### src/rtl/smmf_pkg.sv
// ----------------------------------------------------------------------------
// smmf_pkg
// Shared constants and types for the histogram mode and maximum finder.
// ----------------------------------------------------------------------------
`default_nettype none

package smmf_pkg;

	localparam int SET_SIZE_MAX = 1024;
	localparam int VALUE_BITS   = 8;
	localparam int NUM_BINS     = 1 << VALUE_BITS;

	// a count reaches SET_SIZE_MAX, a first index stays below it
	localparam int COUNT_W = $clog2(SET_SIZE_MAX + 1);
	localparam int FIRST_W = $clog2(SET_SIZE_MAX);
	localparam int IDX_W   = $clog2(SET_SIZE_MAX + 1);
	localparam int BIN_W   = COUNT_W + FIRST_W;

	// port widths of the payload
	localparam int SAMPLE_W = 8;
	localparam int LARGE_W  = 8;
	localparam int MODE_W   = 8;
	localparam int MCOUNT_W = 11;

	typedef logic [VALUE_BITS-1:0] value_t;
	typedef logic [COUNT_W-1:0]    count_t;
	typedef logic [FIRST_W-1:0]    first_t;

	// updated bin of the item in stage 1
	typedef struct packed {
		logic   vld;
		logic   last;
		logic   tallied;
		logic   first_item;
		value_t value;
		count_t cnt;
		first_t first;
	} upd_t;

endpackage

`default_nettype wire

### src/rtl/smmf_track.sv
// ----------------------------------------------------------------------------
// smmf_track
// Running maximum, best bin and overflow flag of the set, plus the result
// register toward the output channel.
// ----------------------------------------------------------------------------
`default_nettype none

module smmf_track (
	input  wire logic                         clk,
	input  wire logic                         arst_n,
	input  wire smmf_pkg::upd_t               upd,
	output logic                              advance,
	output logic                              out_valid,
	input  wire logic                         out_ready,
	output logic [smmf_pkg::LARGE_W-1:0]      largest_value,
	output logic [smmf_pkg::MODE_W-1:0]       mode_value,
	output logic [smmf_pkg::MCOUNT_W-1:0]     mode_count,
	output logic                              set_overflow
);
	import smmf_pkg::*;

	value_t best_value_q;
	count_t best_cnt_q;
	first_t best_first_q;
	value_t max_q;
	logic   ovf_q;
	logic   better;
	value_t nxt_value;
	count_t nxt_cnt;
	first_t nxt_first;
	value_t nxt_max;
	logic   nxt_ovf;

	// hold a finished set while the result register is still occupied
	assign advance = upd.vld && (!upd.last || !out_valid || out_ready);

	assign better = (upd.cnt > best_cnt_q)
		|| ((upd.cnt == best_cnt_q) && (upd.first < best_first_q));

	always_comb begin
		nxt_value = best_value_q;
		nxt_cnt   = best_cnt_q;
		nxt_first = best_first_q;
		nxt_max   = max_q;
		nxt_ovf   = ovf_q || !upd.tallied;
		if (upd.tallied) begin
			if (better) begin
				nxt_value = upd.value;
				nxt_cnt   = upd.cnt;
				nxt_first = upd.first;
			end
			if (upd.first_item || (upd.value > max_q)) begin
				nxt_max = upd.value;
			end
		end
	end

	always_ff @(posedge clk or negedge arst_n) begin
		if (!arst_n) begin
			best_value_q <= '0;
			best_cnt_q   <= '0;
			best_first_q <= '0;
			max_q        <= '0;
			ovf_q        <= 1'b0;
			out_valid    <= 1'b0;
		end else begin
			if (out_valid && out_ready) begin
				out_valid <= 1'b0;
			end
			if (advance) begin
				if (upd.last) begin
					best_value_q <= '0;
					best_cnt_q   <= '0;
					best_first_q <= '0;
					max_q        <= '0;
					ovf_q        <= 1'b0;
					out_valid    <= 1'b1;
				end else begin
					best_value_q <= nxt_value;
					best_cnt_q   <= nxt_cnt;
					best_first_q <= nxt_first;
					max_q        <= nxt_max;
					ovf_q        <= nxt_ovf;
				end
			end
		end
	end

	always_ff @(posedge clk) begin
		if (advance && upd.last) begin
			largest_value <= LARGE_W'(nxt_max);
			mode_value    <= MODE_W'(nxt_value);
			mode_count    <= MCOUNT_W'(nxt_cnt);
			set_overflow  <= nxt_ovf;
		end
	end

endmodule

`default_nettype wire

### config.mk
export PLATFORM = sky130hd
export DESIGN_NAME = smmf_track
export DESIGN_NICKNAME = d
export VERILOG_FILES = /design/src/rtl/smmf_pkg.sv /design/src/rtl/smmf_track.sv
export SDC_FILE = /design/constraint.sdc
export NUM_CORES = 1
export LEC_CHECK = 0
export BUFFER_PORTS_ARGS = -buffer_cell sky130_fd_sc_hd__buf_4
export CAP_MARGIN = 10
export CORE_UTILIZATION = 45
export DETAILED_ROUTE_END_ITERATION = 7
export GPL_ROUTABILITY_DRIVEN = 0
export GPL_TIMING_DRIVEN = 0
export PLACE_DENSITY = 0.67
export SLEW_MARGIN = 10
export SYNTH_ARGS = -nofsm -noshare
export SYNTH_HDL_FRONTEND = slang
export SYNTH_SLANG_ARGS = --single-unit
### constraint.sdc
create_clock -name clk -period 8 [get_ports clk]
set_clock_uncertainty 0.1 [all_clocks]
set_input_delay 1.2 -clock clk [delete_from_list [all_inputs] [get_ports clk]]
set_output_delay 1.2 -clock clk [all_outputs]
set_load 0.005 [all_outputs]
After elaboration in Yosys (flattened, before gate mapping) --
Index checks and enable logic that the tools add are counted.
Operators by class: magnitude comparators 3, equality and inequality tests 1, multiplexer cells 16, reductions and logical operators 15
Operators by type and width (number):
- 8-bit 2-to-1 mux | 6
- 11-bit 2-to-1 mux | 3
- 10-bit 2-to-1 mux | 3
- 11-bit == test | 1
- 11-bit > comparator | 1
- 10-bit < comparator | 1
- 8-bit > comparator | 1
- 1-bit logical OR | 5
- 1-bit logical AND | 4
- 1-bit 2-to-1 mux | 4
- 2-bit nonzero test | 2
- 1-bit logical NOT | 3
- 3-bit AND reduction | 1
Storage, ports and cells: flip-flop bits (word level) 67, input bits 36, output and inout port bits 30, logic and storage cells 45

Logic depth before layout (Yosys ltp) --
depth after elaboration 6, mapped depth 10, gate-level depth less buffers 8

Least setup slack after synthesis --
No wires, ideal clock.
kind in2reg, from input port upd[31] (netlist bit), to register largest_value[0] (netlist bit), enable pin, setup time 0.414 ns, arrival time 2.844 ns, required time 7.486 ns, setup slack 4.642 ns, cell stages on the path 3, buffers on the path 1, cells stage by stage buf_1 -> inv_1 -> nor2_1
On the way: longest elaborated chain between the ends 5
Ends and longest elaborated chain:
- start: declaration | line smmf_track.sv:11 | input wire smmf_pkg::upd_t upd,
- 1-bit logical NOT | line smmf_track.sv:35 | assign advance = upd.vld && (!upd.last || !out_valid || out_ready);
- 1-bit logical OR (2 in series) | line smmf_track.sv:35
- 1-bit logical AND | line smmf_track.sv:35
- 1-bit logical AND * | line smmf_track.sv:90 | if (advance && upd.last) begin
- end signal: assignment | line smmf_track.sv:91 | largest_value <= LARGE_W'(nxt_max);
- end: declaration | line smmf_track.sv:15 | output logic [smmf_pkg::LARGE_W-1:0] largest_value,
Mark *: on every way between the ends. The rest lies on a longest branch, timed or not. A chain may end at the register's enable or synchronous reset.

Worst setup path in the final report --
from input port out_ready, to output port advance
On the way: longest elaborated chain between the ends 2
Ends and longest elaborated chain:
- start: declaration | line smmf_track.sv:14 | input wire logic out_ready,
- 1-bit logical OR | line smmf_track.sv:35
- 1-bit logical AND | line smmf_track.sv:35
- end: declaration | line smmf_track.sv:12 | output logic advance,
Every way passes these cells.

==> results.rst <==
.. list-table::
   :header-rows: 1

   * - Metric
     - Value
   * - Total wirelength of the detailed-routed design
     - 7840 um
   * - Ratio of routed vias to standard cells
     - 5.43
   * - Critical path class
     - in2out
   * - Hold Buf Count CTS
     - 0
   * - Cell breakdown of the critical path
     - buf_4, nor2b_1, nand2_1, nand2_1, inv_1, buf_4
   * - Total of max-cap violations
     - 0
   * - Final layout net count
     - ~450
   * - Number of endpoints failing setup at the final stage
     - 0
   * - Sinks on Clock Net
     - 67
   * - Arr. time, crit path
     - 1.93 ns
   * - First-pass GRT wire length
     - around 13000 um
   * - Total power draw
     - 0.900 mW
   * - HPWL after detailed placement
     - 5540 um
   * - CP peak stage delay
     - 0.21 ns
   * - Status
     - complete, no violations
   * - Commonest register cell after synthesis
     - dfrtp_1
   * - Starting DRT DRC Count
     - around 160
   * - Syn. warnings
     - 0
   * - Area added between synthesis and finish
     - 22.8%
   * - Total overflow reported by the global router
     - 0
   * - Global-route total usage across every layer
     - 0.204
   * - Clock insertion delay at the later pin of the skew report
     - 0.35 ns
   * - CP Capture Type
     - output port
   * - Area of the die
     - 8210 um^2
   * - Initial core utilization
     - 0.477
   * - DIE WIDTH
     - 90.6 um
   * - Complex-gate fraction of the synthesized area
     - 0.194
   * - GR Util met2
     - 0.316
   * - Number of buffers created by CTS
     - 9
   * - Worst slew margin relative to its limit
     - 0.431
   * - Setup repair after global routing missed its margin
     - no
   * - Mean instance size in the synthesized netlist
     - 11.3 um^2
   * - Mux share of post-synthesis cell area
     - 0.0308
   * - Total negative setup slack
     - 0 ns
   * - Count of cells resized by post-cts repair
     - 0
   * - Power density relative to cell area
     - slightly above 200 nW/um^2
   * - Share of the clock period used by the worst path after layout
     - 0.403
   * - Fraction of met3 tracks used by global routing
     - 0.0488
   * - Met1 track demand over resource
     - 0.287
   * - Achievable frequency
     - 310 MHz
   * - Pins over their slew limit
     - 0
   * - First drt pass iteration count
     - 4
   * - Number of rows created at floorplan
     - 31
   * - Initial antenna violation count
     - 0
   * - Hold depth
     - 1
   * - DRC violation count after routing
     - 0
   * - Xor-xnor portion of the synthesized cell area
     - 0
   * - Number of synthesized flops with an enable pin
     - 28
   * - Total number of H-tree levels
     - 3
   * - Share of final-layout standard cells stronger than drive strength 1
     - 0.272
   * - Post-CTS setup buffer count
     - 0
   * - Area share of and/or/nand/nor cells after synthesis
     - 0.0868
   * - Post-synthesis register bit count
     - 67
   * - Root buffer cell
     - clkbuf_8
   * - Floorplan Core Area
     - 7410 um^2
   * - Final Critical Period
     - 3.23 ns
   * - Via count of the routed design
     - approximately 2700
   * - Clock buffer depth
     - 2
   * - Die Span Y
     - slightly above 90 um
   * - Antenna cells
     - 0
   * - Filler cells
     - 643
   * - Clock transition at the registers of the reported paths
     - 0.07 ns
   * - Highest-count cells in the layout ignoring fill and taps
     - 68 x buf_4, 41 x inv_1, 39 x dfrtp_1
   * - Routed Antenna Nets
     - 0
   * - Synthesized net count
     - 376
   * - CTS tree
     - done
   * - Per-cell routed wire length
     - ~16 um
   * - Synthesized cell area
     - between 3000 and 4000 um^2
   * - Number of hold violations in the final report
     - 0
   * - Top Usage Layer GRT
     - met2
   * - Share of flip-flops with an asynchronous set or reset
     - 0.582
   * - Number of placed I/O pins
     - 66
   * - Vias in the first global route
     - 2534
   * - Standard cell with the maximum stage delay on the critical path
     - nor2b_1
   * - Critical path fanouts, max
     - 3
   * - Most frequent standard cell in the layout excluding fill and tap cells
     - buf_4
   * - Share of synthesized cell area in full adder, half adder and majority cells
     - 0.0992
   * - Length in cells of the worst reg-to-reg path
     - 9
   * - Cell count after synthesis
     - 312
   * - Number of buffer cells added on primary ports
     - between 60 and 70
   * - Slew at the pin closest to its max-slew limit
     - about 0.85 ns
   * - Worst Setup Start Kind
     - input pin
   * - Sequential cell area fraction in the yosys report
     - 0.514
   * - Pleak
     - between 1.5 and 2 nW
   * - Count of distinct cell types in the synthesized netlist
     - 43
   * - Pin count of the biggest net entering global routing
     - 40
   * - WP data required
     - approximately 6.7 ns
   * - Main combinational cell family by area after synthesis
     - compound AO/OA/AOI/OAI gates
   * - Type of the most critical hold path
     - reg2reg
   * - Peak ir drop on the vdd network
     - 114 uV
-- synthesized netlist by cell type (2+ instances only) --
cell | count | share of area
or2_2 | 2 | 0.0035
dfrtp_1 | 39 | 0.28
a21oi_1 | 8 | 0.011
nand3b_1 | 2 | 0.0042
a32o_1 | 21 | 0.060
o2111ai_1 | 2 | 0.0050
nor2_1 | 3 | 0.0032
clkbuf_1 | 5 | 0.0053
nand2_1 | 38 | 0.040
o21ai_0 | 20 | 0.028
nand3_1 | 8 | 0.011
a21o_1 | 3 | 0.0064
o2bb2ai_1 | 8 | 0.020
ha_1 | 28 | 0.099
buf_6 | 4 | 0.013
o21a_1 | 3 | 0.0064
nor2b_1 | 3 | 0.0053
buf_2 | 3 | 0.0042
buf_4 | 3 | 0.0064
mux2_2 | 7 | 0.022
buf_1 | 2 | 0.0021
o311ai_0 | 3 | 0.0074
o311ai_1 | 5 | 0.012
inv_1 | 41 | 0.044
nand4_1 | 5 | 0.0089
edfxtp_1 | 28 | 0.24
mux2_4 | 2 | 0.0085
-- metrics by stage --
stage	instance area (um^2)	hold slack, ns	utilization	cells	setup slack [ns]
after global routing	4340	0.402	0.586	492	4.69
after global placement	4140	0.370	0.559	476	3.66
after CTS	4340	0.396	0.586	492	4.76
final	4340	0.391	0.586	492	4.77
after detailed placement	4150	0.381	0.560	476	4.54
after floorplan	3530	0.358	-	312	4.64
-- kinds of logic after synthesis --
family          Yosys count
compound gates           84
flops                    67
fa+ha+maj                28
mux                       9
buf+inv                  58
simple gates             66
-- where the power goes --
part	internal (mW)	leakage [nW]	switching (mW)
clock network	0.152	0.0951	0.126
registers	0.403	0.787	0.0179
logic	0.0929	0.978	0.109
-- flip-flops by register name (all words and copies together) (netlist names) --
name / cells
out_valid: 1
best_cnt_q: 11
set_overflow: 1
mode_value: 8
best_first_q: 10
mode_count: 11
ovf_q: 1
max_q: 8
largest_value: 8
best_value_q: 8
-- routing by layer --
metal | vias to the layer above | share of wire | routed length, um
li1 | 1299 | - | -
met1 | 1283 | 0.46 | 3600
met2 | 85 | 0.46 | 3630
met3 | 7 | 0.068 | 533
met4 | 0 | 0.010 | 79
met5 | - | 0 | 0
-- final cells by class --
type                    instances  area (um^2)  share of cell area
inverters                      41          154              0.0355
well taps                      99          124              0.0285
repair buffers                 65          488               0.112
plain buffers                  17          109              0.0251
clock buffers                  13          149              0.0343
multi-input cells             187         1460               0.337
clock inverters                 3         38.8             0.00894
flip-flops and latches         67         1820               0.419
-- critical path, delay by kind of cell --
kind | cells | cell delay (ns)
buffers and inverters | 3 | 0.33
and+or+nand+nor | 3 | 0.41
-- path summary, 6_finish.rpt --
check / from / endpoint / slack (ns)
worst min register to register: best_first_q[3] / best_first_q[3] / 0.39
max in group asynchronous: arst_n / best_first_q[3] / 6.68
min in group asynchronous: arst_n / max_q[3] / 0.73
worst min-delay path: best_first_q[3] / best_first_q[3] / 0.39
worst max-delay path: out_ready / advance / 4.77
worst max register to register: max_q[5] / largest_value[6] / 5.50
(Power assumes the default switching activity.)
